===== config.mk =====
export PLATFORM = sky130hd
export DESIGN_NAME = uart_fifo_watermark_irq_top
export DESIGN_NICKNAME = d
export VERILOG_FILES = /design/src/design/uft_pkg.sv /design/src/design/uft_front.sv /design/src/design/uft_cmd_fifo.sv /design/src/design/uft_back.sv /design/src/design/uart_fifo_watermark_irq_top.sv
export VERILOG_INCLUDE_DIRS = /design/src /design/src/design
export SDC_FILE = /design/constraint.sdc
export NUM_CORES = 1
export LEC_CHECK = 0
export ABC_CLOCK_PERIOD_IN_PS = 10050
export BUFFER_PORTS_ARGS = -buffer_cell sky130_fd_sc_hd__buf_2
export CAP_MARGIN = 20
export CORE_ASPECT_RATIO = 0.9
export CORE_MARGIN = 2
export CORE_UTILIZATION = 35
export DETAILED_ROUTE_END_ITERATION = 8
export PLACE_DENSITY = 0.55
export SLEW_MARGIN = 20
export SYNTH_ARGS = -nofsm -noshare
export SYNTH_HDL_FRONTEND = slang
export SYNTH_SLANG_ARGS = --single-unit

===== constraint.sdc =====
create_clock -name clk -period 10.05 [get_ports clk]
set_input_delay 1.5075 -clock clk [delete_from_list [all_inputs] [get_ports clk]]
set_output_delay 1.5075 -clock clk [all_outputs]
set_load 0.03 [all_outputs]

===== src/design/assert_macros.svh =====
// assertion macros shared by the uart fifo block
`ifndef ASSERT_MACROS_SVH
`define ASSERT_MACROS_SVH
`ifndef SYNTHESIS
`define ASSERT_HOLDS(lbl, expr, msg) \
  lbl: assert property (@(posedge clk) disable iff (rst) (expr)) else $error(msg);
`define ASSERT_IMPL(lbl, ante, cons, msg) \
  lbl: assert property (@(posedge clk) disable iff (rst) (ante) |-> (cons)) else $error(msg);
`define ASSERT_NEXT(lbl, ante, cons, msg) \
  lbl: assert property (@(posedge clk) disable iff (rst) (ante) |=> (cons)) else $error(msg);
`else
`define ASSERT_HOLDS(lbl, expr, msg)
`define ASSERT_IMPL(lbl, ante, cons, msg)
`define ASSERT_NEXT(lbl, ante, cons, msg)
`endif
`endif


===== src/design/uft_pkg.sv =====
// types and constants of the uart fifo watermark block
package uft_pkg;

  localparam int TX_DEPTH  = 8;
  localparam int RX_DEPTH  = 8;
  localparam int DIV_RESET = 868;

  localparam int TX_PTR_W = (TX_DEPTH > 1) ? $clog2(TX_DEPTH) : 1;
  localparam int RX_PTR_W = (RX_DEPTH > 1) ? $clog2(RX_DEPTH) : 1;
  localparam int TX_CNT_W = $clog2(TX_DEPTH + 1);
  localparam int RX_CNT_W = $clog2(RX_DEPTH + 1);
  localparam int WM_W     = 3;
  localparam int TX_CMP_W = (TX_CNT_W > WM_W) ? TX_CNT_W : WM_W;
  localparam int RX_CMP_W = (RX_CNT_W > WM_W) ? RX_CNT_W : WM_W;

  localparam int CTRL_W   = 19;
  localparam int WM_LSB   = 16;
  localparam logic [CTRL_W-1:0] CTRL_MASK = 19'h70003;
  localparam int FLAG_BIT = 31;
  localparam int DIV_W    = 16;

  localparam int CMDQ_DEPTH = 2;
  localparam int CMDQ_PTR_W = $clog2(CMDQ_DEPTH);
  localparam int CMDQ_CNT_W = $clog2(CMDQ_DEPTH + 1);

  localparam int S_TDATA_W = 48;
  localparam int S_TUSER_W = 2;
  localparam int M_TDATA_W = 64;

  typedef enum logic [1:0] {
    KIND_READ,
    KIND_WRITE,
    KIND_RX_BYTE,
    KIND_TX_READY
  } kind_t;

  typedef enum logic [2:0] {
    REG_TXDATA,
    REG_RXDATA,
    REG_TXCTRL,
    REG_RXCTRL,
    REG_IE,
    REG_IP,
    REG_DIV,
    REG_UNMAPPED
  } reg_t;

  typedef struct packed {
    kind_t       kind;
    reg_t        addr;
    logic [31:0] data;
  } cmd_t;

  typedef struct packed {
    logic [31:0]      read_data;
    logic             tx_valid;
    logic [7:0]       tx_byte;
    logic             tx_two_stop;
    logic             tx_irq;
    logic             rx_irq;
    logic             rx_dropped;
    logic [DIV_W-1:0] baud_divisor;
  } res_t;

endpackage


===== src/design/uft_front.sv =====
// front end: takes input beats and turns them into queued commands
module uft_front (
  input  logic                          s_tvalid,
  output logic                          s_tready,
  input  logic [uft_pkg::S_TDATA_W-1:0] s_tdata,
  input  logic [uft_pkg::S_TUSER_W-1:0] s_tuser,
  input  logic                          q_full,
  output logic                          q_push,
  output uft_pkg::cmd_t                 q_cmd
);

  uft_pkg::kind_t kind;

  assign kind     = uft_pkg::kind_t'(s_tuser);
  assign s_tready = !q_full;
  assign q_push   = s_tvalid && !q_full;

  always_comb begin
    q_cmd.kind = kind;
    q_cmd.addr = uft_pkg::reg_t'(s_tdata[2:0]);
    if (kind == uft_pkg::KIND_RX_BYTE) begin
      q_cmd.data = {24'd0, s_tdata[42:35]};
    end else begin
      q_cmd.data = s_tdata[34:3];
    end
  end

endmodule


===== src/design/uft_cmd_fifo.sv =====
// short command queue between front and back
`include "assert_macros.svh"
module uft_cmd_fifo (
  input  logic          clk,
  input  logic          rst,
  input  logic          push,
  input  uft_pkg::cmd_t push_cmd,
  output logic          full,
  output logic          valid,
  output uft_pkg::cmd_t head_cmd,
  input  logic          pop
);

  uft_pkg::cmd_t                    entries [uft_pkg::CMDQ_DEPTH];
  logic [uft_pkg::CMDQ_PTR_W-1:0]   wr_ptr;
  logic [uft_pkg::CMDQ_PTR_W-1:0]   rd_ptr;
  logic [uft_pkg::CMDQ_CNT_W-1:0]   cnt;

  assign full     = (cnt == uft_pkg::CMDQ_CNT_W'(uft_pkg::CMDQ_DEPTH));
  assign valid    = (cnt != '0);
  assign head_cmd = entries[rd_ptr];

  always_ff @(posedge clk) begin
    if (push) begin
      entries[wr_ptr] <= push_cmd;
    end
  end

  always_ff @(posedge clk) begin
    if (rst) begin
      wr_ptr <= '0;
      rd_ptr <= '0;
      cnt    <= '0;
    end else begin
      if (push) begin
        wr_ptr <= (wr_ptr == uft_pkg::CMDQ_PTR_W'(uft_pkg::CMDQ_DEPTH - 1)) ? '0 : wr_ptr + 1'b1;
      end
      if (pop) begin
        rd_ptr <= (rd_ptr == uft_pkg::CMDQ_PTR_W'(uft_pkg::CMDQ_DEPTH - 1)) ? '0 : rd_ptr + 1'b1;
      end
      if (push && !pop) begin
        cnt <= cnt + 1'b1;
      end else if (pop && !push) begin
        cnt <= cnt - 1'b1;
      end
    end
  end

  `ASSERT_HOLDS(a_cmdq_bound, cnt <= uft_pkg::CMDQ_CNT_W'(uft_pkg::CMDQ_DEPTH), "command queue overfilled")
  `ASSERT_IMPL(a_cmdq_pop_valid, pop, valid, "pop from empty command queue")

endmodule


===== src/design/uft_back.sv =====
// back end: register file, byte fifos and the result register
`include "assert_macros.svh"
module uft_back (
  input  logic          clk,
  input  logic          rst,
  input  logic          cmd_valid,
  input  uft_pkg::cmd_t cmd,
  output logic          cmd_pop,
  output logic          res_valid,
  input  logic          res_ready,
  output uft_pkg::res_t res
);

  logic [7:0]                     tx_q [uft_pkg::TX_DEPTH];
  logic [7:0]                     rx_q [uft_pkg::RX_DEPTH];
  logic [uft_pkg::TX_CNT_W-1:0]   tx_count, tx_count_next;
  logic [uft_pkg::RX_CNT_W-1:0]   rx_count, rx_count_next;
  logic [uft_pkg::TX_PTR_W-1:0]   tx_head, tx_tail;
  logic [uft_pkg::RX_PTR_W-1:0]   rx_head, rx_tail;
  logic [uft_pkg::CTRL_W-1:0]     tx_ctrl, tx_ctrl_next;
  logic [uft_pkg::CTRL_W-1:0]     rx_ctrl, rx_ctrl_next;
  logic [1:0]                     irq_en, irq_en_next;
  logic [uft_pkg::DIV_W-1:0]      divisor, divisor_next;

  logic        go;
  logic        tx_push, tx_pop, rx_push, rx_pop;
  logic        tx_full, rx_full;
  logic [31:0] rdata;
  logic        drop;
  logic [1:0]  ip_cur, ip_next;

  assign go      = cmd_valid && (!res_valid || res_ready);
  assign cmd_pop = go;
  assign tx_full = (tx_count == uft_pkg::TX_CNT_W'(uft_pkg::TX_DEPTH));
  assign rx_full = (rx_count == uft_pkg::RX_CNT_W'(uft_pkg::RX_DEPTH));

  // pending bits from the current state, for ip reads
  assign ip_cur[0] = uft_pkg::TX_CMP_W'(tx_count) <
                     uft_pkg::TX_CMP_W'(tx_ctrl[uft_pkg::WM_LSB +: uft_pkg::WM_W]);
  assign ip_cur[1] = uft_pkg::RX_CMP_W'(rx_count) >
                     uft_pkg::RX_CMP_W'(rx_ctrl[uft_pkg::WM_LSB +: uft_pkg::WM_W]);

  // pending bits after this beat
  assign ip_next[0] = uft_pkg::TX_CMP_W'(tx_count_next) <
                      uft_pkg::TX_CMP_W'(tx_ctrl_next[uft_pkg::WM_LSB +: uft_pkg::WM_W]);
  assign ip_next[1] = uft_pkg::RX_CMP_W'(rx_count_next) >
                      uft_pkg::RX_CMP_W'(rx_ctrl_next[uft_pkg::WM_LSB +: uft_pkg::WM_W]);

  always_comb begin
    tx_ctrl_next = tx_ctrl;
    rx_ctrl_next = rx_ctrl;
    irq_en_next  = irq_en;
    divisor_next = divisor;
    tx_push      = 1'b0;
    tx_pop       = 1'b0;
    rx_push      = 1'b0;
    rx_pop       = 1'b0;
    rdata        = '0;
    drop         = 1'b0;
    if (go) begin
      unique case (cmd.kind)
        uft_pkg::KIND_READ: begin
          unique case (cmd.addr)
            uft_pkg::REG_TXDATA: rdata[uft_pkg::FLAG_BIT] = tx_full;
            uft_pkg::REG_RXDATA: begin
              if (rx_count == '0) begin
                rdata[uft_pkg::FLAG_BIT] = 1'b1;
              end else begin
                rdata  = {24'd0, rx_q[rx_head]};
                rx_pop = 1'b1;
              end
            end
            uft_pkg::REG_TXCTRL: rdata = 32'(tx_ctrl);
            uft_pkg::REG_RXCTRL: rdata = 32'(rx_ctrl);
            uft_pkg::REG_IE:     rdata = 32'(irq_en);
            uft_pkg::REG_IP:     rdata = 32'(ip_cur);
            uft_pkg::REG_DIV:    rdata = 32'(divisor);
            default:             rdata = '0;
          endcase
        end
        uft_pkg::KIND_WRITE: begin
          unique case (cmd.addr)
            uft_pkg::REG_TXDATA: tx_push = !tx_full;
            uft_pkg::REG_TXCTRL: tx_ctrl_next = cmd.data[uft_pkg::CTRL_W-1:0] & uft_pkg::CTRL_MASK;
            uft_pkg::REG_RXCTRL: rx_ctrl_next = cmd.data[uft_pkg::CTRL_W-1:0] & uft_pkg::CTRL_MASK;
            uft_pkg::REG_IE:     irq_en_next = cmd.data[1:0];
            uft_pkg::REG_DIV:    divisor_next = cmd.data[uft_pkg::DIV_W-1:0];
            default:             ;
          endcase
        end
        uft_pkg::KIND_RX_BYTE: begin
          if (rx_ctrl[0]) begin
            rx_push = !rx_full;
            drop    = rx_full;
          end
        end
        uft_pkg::KIND_TX_READY: begin
          tx_pop = tx_ctrl[0] && (tx_count != '0);
        end
        default: ;
      endcase
    end
  end

  always_comb begin
    tx_count_next = tx_count;
    rx_count_next = rx_count;
    if (tx_push) begin
      tx_count_next = tx_count + 1'b1;
    end else if (tx_pop) begin
      tx_count_next = tx_count - 1'b1;
    end
    if (rx_push) begin
      rx_count_next = rx_count + 1'b1;
    end else if (rx_pop) begin
      rx_count_next = rx_count - 1'b1;
    end
  end

  always_ff @(posedge clk) begin
    if (tx_push) begin
      tx_q[tx_tail] <= cmd.data[7:0];
    end
    if (rx_push) begin
      rx_q[rx_tail] <= cmd.data[7:0];
    end
    if (go) begin
      res.read_data    <= rdata;
      res.tx_valid     <= tx_pop;
      res.tx_byte      <= tx_pop ? tx_q[tx_head] : 8'd0;
      res.tx_two_stop  <= tx_ctrl_next[1];
      res.tx_irq       <= ip_next[0] & irq_en_next[0];
      res.rx_irq       <= ip_next[1] & irq_en_next[1];
      res.rx_dropped   <= drop;
      res.baud_divisor <= divisor_next;
    end
  end

  always_ff @(posedge clk) begin
    if (rst) begin
      tx_count  <= '0;
      rx_count  <= '0;
      tx_head   <= '0;
      tx_tail   <= '0;
      rx_head   <= '0;
      rx_tail   <= '0;
      tx_ctrl   <= '0;
      rx_ctrl   <= '0;
      irq_en    <= '0;
      divisor   <= uft_pkg::DIV_W'(uft_pkg::DIV_RESET);
      res_valid <= 1'b0;
    end else begin
      tx_count <= tx_count_next;
      rx_count <= rx_count_next;
      tx_ctrl  <= tx_ctrl_next;
      rx_ctrl  <= rx_ctrl_next;
      irq_en   <= irq_en_next;
      divisor  <= divisor_next;
      if (tx_push) begin
        tx_tail <= (tx_tail == uft_pkg::TX_PTR_W'(uft_pkg::TX_DEPTH - 1)) ? '0 : tx_tail + 1'b1;
      end
      if (tx_pop) begin
        tx_head <= (tx_head == uft_pkg::TX_PTR_W'(uft_pkg::TX_DEPTH - 1)) ? '0 : tx_head + 1'b1;
      end
      if (rx_push) begin
        rx_tail <= (rx_tail == uft_pkg::RX_PTR_W'(uft_pkg::RX_DEPTH - 1)) ? '0 : rx_tail + 1'b1;
      end
      if (rx_pop) begin
        rx_head <= (rx_head == uft_pkg::RX_PTR_W'(uft_pkg::RX_DEPTH - 1)) ? '0 : rx_head + 1'b1;
      end
      if (go) begin
        res_valid <= 1'b1;
      end else if (res_ready) begin
        res_valid <= 1'b0;
      end
    end
  end

  `ASSERT_HOLDS(a_count_bound, (tx_count <= uft_pkg::TX_CNT_W'(uft_pkg::TX_DEPTH)) && (rx_count <= uft_pkg::RX_CNT_W'(uft_pkg::RX_DEPTH)), "fifo count beyond depth")
  `ASSERT_NEXT(a_tx_pop_count, go && tx_pop, (tx_count == $past(tx_count) - 1'b1) && res.tx_valid, "tx pop did not lower count")
  `ASSERT_IMPL(a_drop_full, res_valid && res.rx_dropped, rx_full, "rx drop without full fifo")

endmodule


===== src/design/uart_fifo_watermark_irq_top.sv =====
// top level of the uart register block with tx/rx byte fifos and watermark irqs
//
//  channel | dir | payload
//  s_*     | in  | tuser: req_type; tdata: reg_index, write_data, rx_byte
//  m_*     | out | tdata: read_data, tx_valid, tx_byte, tx_two_stop, tx_irq,
//          |     |        rx_irq, rx_dropped, baud_divisor
//
//  one beat a cycle unless m_* stalls; each beat is registered in the command queue
//  the back end runs each command against the register file and registers its result
//  while m_* stalls the two-entry command queue fills, then s_tready drops
//  rst is synchronous and needs one cycle; no clearing pass follows it
module uart_fifo_watermark_irq_top (
  input  logic                          clk,
  input  logic                          rst,
  input  logic                          s_tvalid,
  output logic                          s_tready,
  input  logic [uft_pkg::S_TDATA_W-1:0] s_tdata,  // reg_index, write_data, rx_byte, pad
  input  logic [uft_pkg::S_TUSER_W-1:0] s_tuser,  // req_type
  output logic                          m_tvalid,
  input  logic                          m_tready,
  output logic [uft_pkg::M_TDATA_W-1:0] m_tdata   // read_data, tx_valid, tx_byte,
                                                  // tx_two_stop, tx_irq, rx_irq,
                                                  // rx_dropped, baud_divisor, pad
);

  logic          q_full;
  logic          q_push;
  uft_pkg::cmd_t q_in;
  logic          q_valid;
  uft_pkg::cmd_t q_head;
  logic          q_pop;
  uft_pkg::res_t res;

  uft_front u_front (
    .s_tvalid (s_tvalid),
    .s_tready (s_tready),
    .s_tdata  (s_tdata),
    .s_tuser  (s_tuser),
    .q_full   (q_full),
    .q_push   (q_push),
    .q_cmd    (q_in)
  );

  uft_cmd_fifo u_cmdq (
    .clk      (clk),
    .rst      (rst),
    .push     (q_push),
    .push_cmd (q_in),
    .full     (q_full),
    .valid    (q_valid),
    .head_cmd (q_head),
    .pop      (q_pop)
  );

  uft_back u_back (
    .clk       (clk),
    .rst       (rst),
    .cmd_valid (q_valid),
    .cmd       (q_head),
    .cmd_pop   (q_pop),
    .res_valid (m_tvalid),
    .res_ready (m_tready),
    .res       (res)
  );

  assign m_tdata = {3'd0, res.baud_divisor, res.rx_dropped, res.rx_irq, res.tx_irq,
                    res.tx_two_stop, res.tx_byte, res.tx_valid, res.read_data};

endmodule


==> impl_metrics.env, run 1 <==
export IMPL_cp_arrival_ns=4.74
export IMPL_rsz0062_at_grt="false"
export IMPL_p_clk_frac=0.355
export IMPL_p_sw_uw=939
export IMPL_cts_tree="built"
export IMPL_powerDensity_nw_per_um2=242
export IMPL_cts_htree_levels=1
export IMPL_post_dp_cell_area_um2=12500
export IMPL_cts_root_buf="clkbuf_16"
export IMPL_post_route_period_util=0.430
export IMPL_ys_seq_elements=282
export IMPL_slew_headroom=0.401
export IMPL_yosysWarnings=0
export IMPL_core_area_um2=32700
export IMPL_p_sw_frac=0.287
export IMPL_worstSetupPathType="in2reg"
export IMPL_drc=0
export IMPL_required_ns=10.47
export IMPL_synth_distinct_cells=53
export IMPL_dieArea_um2=34400
export IMPL_peakVddDrop_mv=0.133
export IMPL_dr_total_vias=6211
export IMPL_syn_area_um2=11500
export IMPL_final_common_cell="edfxtp_1"
export IMPL_final_cell_mix="edfxtp_1, buf_2, dfxtp_1"
export IMPL_clock_latency_ns=0.54
export IMPL_grt_pass1_vias=5969
export IMPL_grt_usage=0.134
export IMPL_max_freq_ghz=0.232
export IMPL_start_kind="input pin"
export IMPL_cts_buffer_depth=3
export IMPL_nets=925
export IMPL_fillers=2940
export IMPL_synthCells=741
export IMPL_ctsResizeCount=0
export IMPL_cts_hold_buffers=0
export IMPL_die_h_um=176
export IMPL_cts_inserted_buffers=30
export IMPL_areaGrowthSynthToFinish_pct=17.5
export IMPL_hold_violations=0
export IMPL_via_per_inst=4.80
export IMPL_setup_tns_final_ns=0
export IMPL_dp_hpwl_mm=15.0
export IMPL_worst_pin_slew_ns=0.897
export IMPL_slew_violations=0
export IMPL_grt_ovfl_total=0
export IMPL_cp_max_fo=17
export IMPL_rows=63
export IMPL_p_int_uw=2330
export IMPL_wl_mm=23.1
export IMPL_design_area_um2=13500
export IMPL_start_util=0.352
export IMPL_diodes=0
export IMPL_finalClockSkew_ns=0.0152
export IMPL_synth_async_reset_ratio=0
export IMPL_numPortBuffers=86
export IMPL_cts_sinks=282
export IMPL_power_leakage_uw=0.00480
export IMPL_drive_gt1_frac=0.274
export IMPL_die_x_um=195
export IMPL_wl_per_cell_um=17.9
export IMPL_crit_path_end_kind="register"
export IMPL_status="complete, no violations"
export IMPL_comb_power_share=0.183
export IMPL_grt_pass1_wl_mm=35.3
export IMPL_clk_pin_slew_worst_paths_ns=0.07
export IMPL_ios=120
export IMPL_seq_power_share=0.461
export IMPL_setup_viol=0
export IMPL_final_antenna_net_count=0
export IMPL_finalPower_uw=3270
export IMPL_synth_edf_count=225
export IMPL_grt_max_degree=53
export IMPL_firstDrtPassIters=4
export IMPL_synth_seq_area_share=0.685
export IMPL_gp_congestion=0.781
export IMPL_cap_viol_max_count=0
export IMPL_cts_setup_buffers=0
export IMPL_hold_path_class="reg2reg"
export IMPL_finalCriticalPeriod_ns=4.32
export IMPL_syn_area_per_cell_um2=15.5
export IMPL_antenna_found_initial=0
export IMPL_drt_iter0_markers=368
export IMPL_synthFlopType="edfxtp_1"
-- power groups by stage --
| stage | clock (µW) | sequential (µW) | combinational, µW |
|---|---|---|---|
| detailed placement | 0 | 1530 | 610 |
| floorplan | 0 | 1690 | 244 |
| CTS | 1190 | 1510 | 612 |
| global placement | 0 | 1530 | 606 |
| global route | 1230 | 1520 | 650 |
| finish | 1160 | 1510 | 599 |
-- registers in the layout, indices dropped and copies added (netlist names), named ones only --
name and count:
u_back.rx_head 3, u_cmdq.entries 48, u_back.rx_count 4, u_cmdq.wr_ptr 1, u_back.rx_ctrl 5, u_back.tx_q 64, u_back.tx_ctrl 5, u_back.rx_tail 3
u_back.divisor 16, u_cmdq.cnt 2, u_back.rx_q 64, u_back.tx_count 4, u_back.irq_en 2, u_back.res_valid 1, u_back.tx_tail 3, u_back.tx_head 3
u_back.res 49, u_cmdq.rd_ptr 1
-- per-layer routing --
| layer | up-vias | global-route usage | wire (µm) |
|---|---|---|---|
| li1 | 2992 | - | - |
| met4 | 0 | 0.0283 | 407 |
| met1 | 3078 | 0.203 | 11700 |
| met3 | 33 | 0.0212 | 760 |
| met5 | - | 0 | 0 |
| met2 | 108 | 0.202 | 10300 |
-- area by class of cell --
| cell class | count | area, µm² | share of cell area |
|---|---|---|---|
| Sequential cell | 282 | 7900 | 0.584 |
| Multi-Input combinational cell | 409 | 3390 | 0.251 |
| Clock buffer | 36 | 795 | 0.0587 |
| Timing Repair Buffer | 108 | 596 | 0.0440 |
| Tap cell | 422 | 528 | 0.0390 |
| Clock inverter | 20 | 260 | 0.0192 |
| Inverter | 17 | 63.8 | 0.00471 |
-- worst paths after layout --
path	startpoint	end	slack, ns	cells past startpoint
setup / recovery	m_tready	u_back.res[18]	5.73	10
hold / removal	u_back.res_valid	u_back.res_valid	0.48	2
setup reg to reg	register	u_back.res[18]	5.91	10
hold reg to reg	u_back.res_valid	u_back.res_valid	0.48	2
-- synth_stat cells, types with 8 or more instances --
cell	number	area, µm²
and2_1	28	175
nor2_1	55	206
o21ai_0	11	55.1
ha_1	23	288
and3_1	9	56.3
mux4_2	32	721
nand2_1	26	97.6
nor3b_1	14	105
mux2_2	40	450
dfxtp_1	57	1140
mux2i_1	32	320
edfxtp_1	225	6760
a22oi_1	8	60.1
a21oi_1	28	140
nor3_1	11	55.1
buf_4	15	113
clkbuf_1	23	86.3
inv_1	17	63.8
nand2b_1	11	68.8
-- cells by family after synthesis --
kind of cell | Yosys count | share of synthesized area
compound gates | 71 | 0.0387
xor+xnor | 10 | 0.00760
fa+ha+maj | 23 | 0.0250
buf+inv | 64 | 0.0261
flops | 282 | 0.685
mux | 104 | 0.129
other cells | 1 | 0.000325
simple gates | 186 | 0.0875
-- stage by stage --
stage,worst slack [ns],cells,hold WS (ns),utilization
after floorplan,3.94,755,0.463,-
after global placement,5.17,1238,0.465,0.381
final,5.73,1294,0.479,0.414
after detailed placement,5.18,1238,0.472,0.381
after global routing,5.48,1294,0.510,0.414
after CTS,5.75,1294,0.481,0.414
-- critical path: stages --
cell and delay (ns):
buf_2 0.09, nor2b_1 0.09, a211oi_4 0.71, nand4b_1 0.77, o2bb2ai_1 0.38, xor2_1 0.21, ha_1 0.28, a21o_1 0.18
a311oi_1 0.29, o211a_1 0.20
(Power assumes the default switching activity.)
==> run 2: changes to the inputs <==
--- a/config.mk
+++ b/config.mk
@@ -6,14 +6,14 @@
 export SDC_FILE = /design/constraint.sdc
 export NUM_CORES = 1
 export LEC_CHECK = 0
-export ABC_CLOCK_PERIOD_IN_PS = 10050
+export ABC_CLOCK_PERIOD_IN_PS = 3800
 export BUFFER_PORTS_ARGS = -buffer_cell sky130_fd_sc_hd__buf_2
 export CAP_MARGIN = 20
 export CORE_ASPECT_RATIO = 0.9
 export CORE_MARGIN = 2
 export CORE_UTILIZATION = 35
 export DETAILED_ROUTE_END_ITERATION = 8
-export PLACE_DENSITY = 0.55
+export PLACE_DENSITY = 0.57
 export SLEW_MARGIN = 20
 export SYNTH_ARGS = -nofsm -noshare
 export SYNTH_HDL_FRONTEND = slang
==> constraint.sdc (replaced) <==
create_clock -name clk -period 3.8 [get_ports clk]
set_input_delay 0.57 -clock clk [delete_from_list [all_inputs] [get_ports clk]]
set_output_delay 0.57 -clock clk [all_outputs]
set_load 0.03 [all_outputs]
==> run 2 against run 1 <==
Clock power grew to 2.5 times the previous value. Global-route usage grew 0.34 points. First-iteration DRC count grew 14%. Critical path depth is the same. Clock-buffer cell count rose by 10. Critical endpoint unchanged.
==> impl_metrics.env, run 2 (synthesis results as in run 1) <==
export IMPL_fillers=2956
export IMPL_finalCriticalPeriod_ns=3.29
export IMPL_clock_latency_ns=0.54
export IMPL_post_route_period_util=0.867
export IMPL_crit_buf_inv=1
export IMPL_dp_hpwl_mm=15.6
export IMPL_cp_max_fo=16
export IMPL_final_antenna_net_count=0
export IMPL_met2_usage=0.211
export IMPL_cts_htree_levels=1
export IMPL_cp_arrival_ns=3.70
export IMPL_hold_violations=0
export IMPL_setup_tns_final_ns=0
export IMPL_start_util=0.352
export IMPL_crit_path_cell_trace="buf_4, or3b_1, a211oi_4, nor3b_4, nor2_1, a21oi_1, ha_1, a21o_1, a311oi_1, o211a_1"
export IMPL_met3_usage=0.0229
export IMPL_rows=63
export IMPL_dieArea_um2=34400
export IMPL_rsz0062_at_grt="false"
export IMPL_numPortBuffers=86
export IMPL_slowest_delay_ns=0.46
export IMPL_dr_total_vias=6322
export IMPL_core_area_um2=32700
export IMPL_ctsResizeCount=0
export IMPL_cts_sinks=282
export IMPL_fin_hold_ws_ns=0.226
export IMPL_via_per_inst=4.85
export IMPL_power_leakage_uw=0.00486
export IMPL_globalRouteMet1Util=0.205
export IMPL_drt_iter0_markers=418
export IMPL_grt_pass1_vias=6144
export IMPL_wl_per_cell_um=18.1
export IMPL_final_common_cell="edfxtp_1"
export IMPL_slew_violations=0
export IMPL_cts_hold_buffers=0
export IMPL_clk_pin_slew_worst_paths_ns=0.06
export IMPL_grt_ovfl_total=0
export IMPL_slew_headroom=0.389
export IMPL_start_kind="register"
export IMPL_hold_path_class="in2reg"
export IMPL_gp_congestion=0.812
export IMPL_diodes=0
export IMPL_drc=0
export IMPL_max_freq_ghz=0.304
export IMPL_nets=937
export IMPL_grt_usage=0.137
export IMPL_cp_slowest_cell="nor3b_4"
export IMPL_firstDrtPassIters=4
export IMPL_status="complete, no violations"
export IMPL_grt_pass1_wl_mm=36.1
export IMPL_final_cell_mix="edfxtp_1, buf_2, dfxtp_1"
export IMPL_powerDensity_nw_per_um2=628
export IMPL_drive_gt1_frac=0.283
export IMPL_cts_tree="built"
export IMPL_wl_mm=23.6
export IMPL_areaGrowthSynthToFinish_pct=17.9
export IMPL_cap_viol_max_count=0
export IMPL_antenna_found_initial=0
export IMPL_worstSetupPathType="reg2reg"
export IMPL_setup_viol=0
export IMPL_grt_max_degree=34
export IMPL_reg_largest_list="u_back.rx_q: 64 flops, u_back.tx_q: 64 flops, u_back.res: 49 flops"
export IMPL_peakVddDrop_mv=0.330
export IMPL_die_x_um=195
export IMPL_cts_buffer_depth=3
export IMPL_cts_setup_buffers=0
export IMPL_finalClockSkew_ns=0.00898
export IMPL_cts_inserted_buffers=29
export IMPL_critPathTopFamily="compound AO/OA/AOI/OAI gates"
export IMPL_crit_path_end_kind="register"
export IMPL_die_h_um=176
export IMPL_ios=120
export IMPL_cts_root_buf="clkbuf_16"
export IMPL_worst_pin_slew_ns=0.915
export IMPL_grt_busiest_layer="met2"
export IMPL_required_ns=4.21
## run 2: worst register-to-register path, cell delays in order, from the launching register on
cell,delay (ns)
dfxtp_1,0.44
buf_4,0.27
or3b_1,0.43
a211oi_4,0.36
nor3b_4,0.46
nor2_1,0.07
a21oi_1,0.23
ha_1,0.30
a21o_1,0.18
a311oi_1,0.24
o211a_1,0.18
## run 2: path summary, 6_finish.rpt
check | endpoint | startpoint | depth (start not counted) | slack [ns]
worst max register to register | u_back.res[18] | register | 10 | 0.51
worst min register to register | u_back.res_valid | u_back.res_valid | 2 | 0.48
worst max-delay path | u_back.res[18] | register | 10 | 0.51
worst min-delay path | u_cmdq.entries[1][32] | s_tdata[0] | 1 | 0.23
## run 2: routing by layer
| layer | wire (µm) | part of all wire | vias up |
|---|---|---|---|
| li1 | - | - | 3009 |
| met1 | 11700 | 0.50 | 3135 |
| met2 | 10400 | 0.44 | 150 |
| met3 | 1110 | 0.047 | 28 |
| met4 | 373 | 0.016 | 0 |
| met5 | 0 | 0 | - |
## run 2: area by class of cell
class                      instances  area [µm²]  area share
tap                              422         528      0.0389
clock inverter                     7        58.8     0.00433
timing repair buffer             121         693      0.0510
inverter                          17        63.8     0.00470
clock buffer                      46         953      0.0702
sequential                       282        7900       0.581
multi-input combinational        409        3390       0.249
## run 2: power breakdown
part	leakage, µW	switching, µW	total, µW	internal (µW)
clock	0.000506	1140	2920	1780
combinational	0.00182	1210	1620	410
sequential	0.00253	121	3990	3870
total	0.00486	2470	8530	6060
## run 2: stage by stage
| stage | utilization | setup WS, ns | instance area [µm²] | instances | total power (µW) |
|---|---|---|---|---|---|
| after floorplan | - | 0.213 | 11600 | 755 | 5110 |
| after global placement | 0.384 | 0.482 | 12600 | 1251 | 5670 |
| after detailed placement | 0.384 | 0.499 | 12600 | 1251 | 5690 |
| after CTS | 0.415 | 0.481 | 13600 | 1304 | 8620 |
| after global routing | 0.415 | 0.238 | 13600 | 1304 | 8870 |
| final | 0.415 | 0.506 | 13600 | 1304 | 8530 |
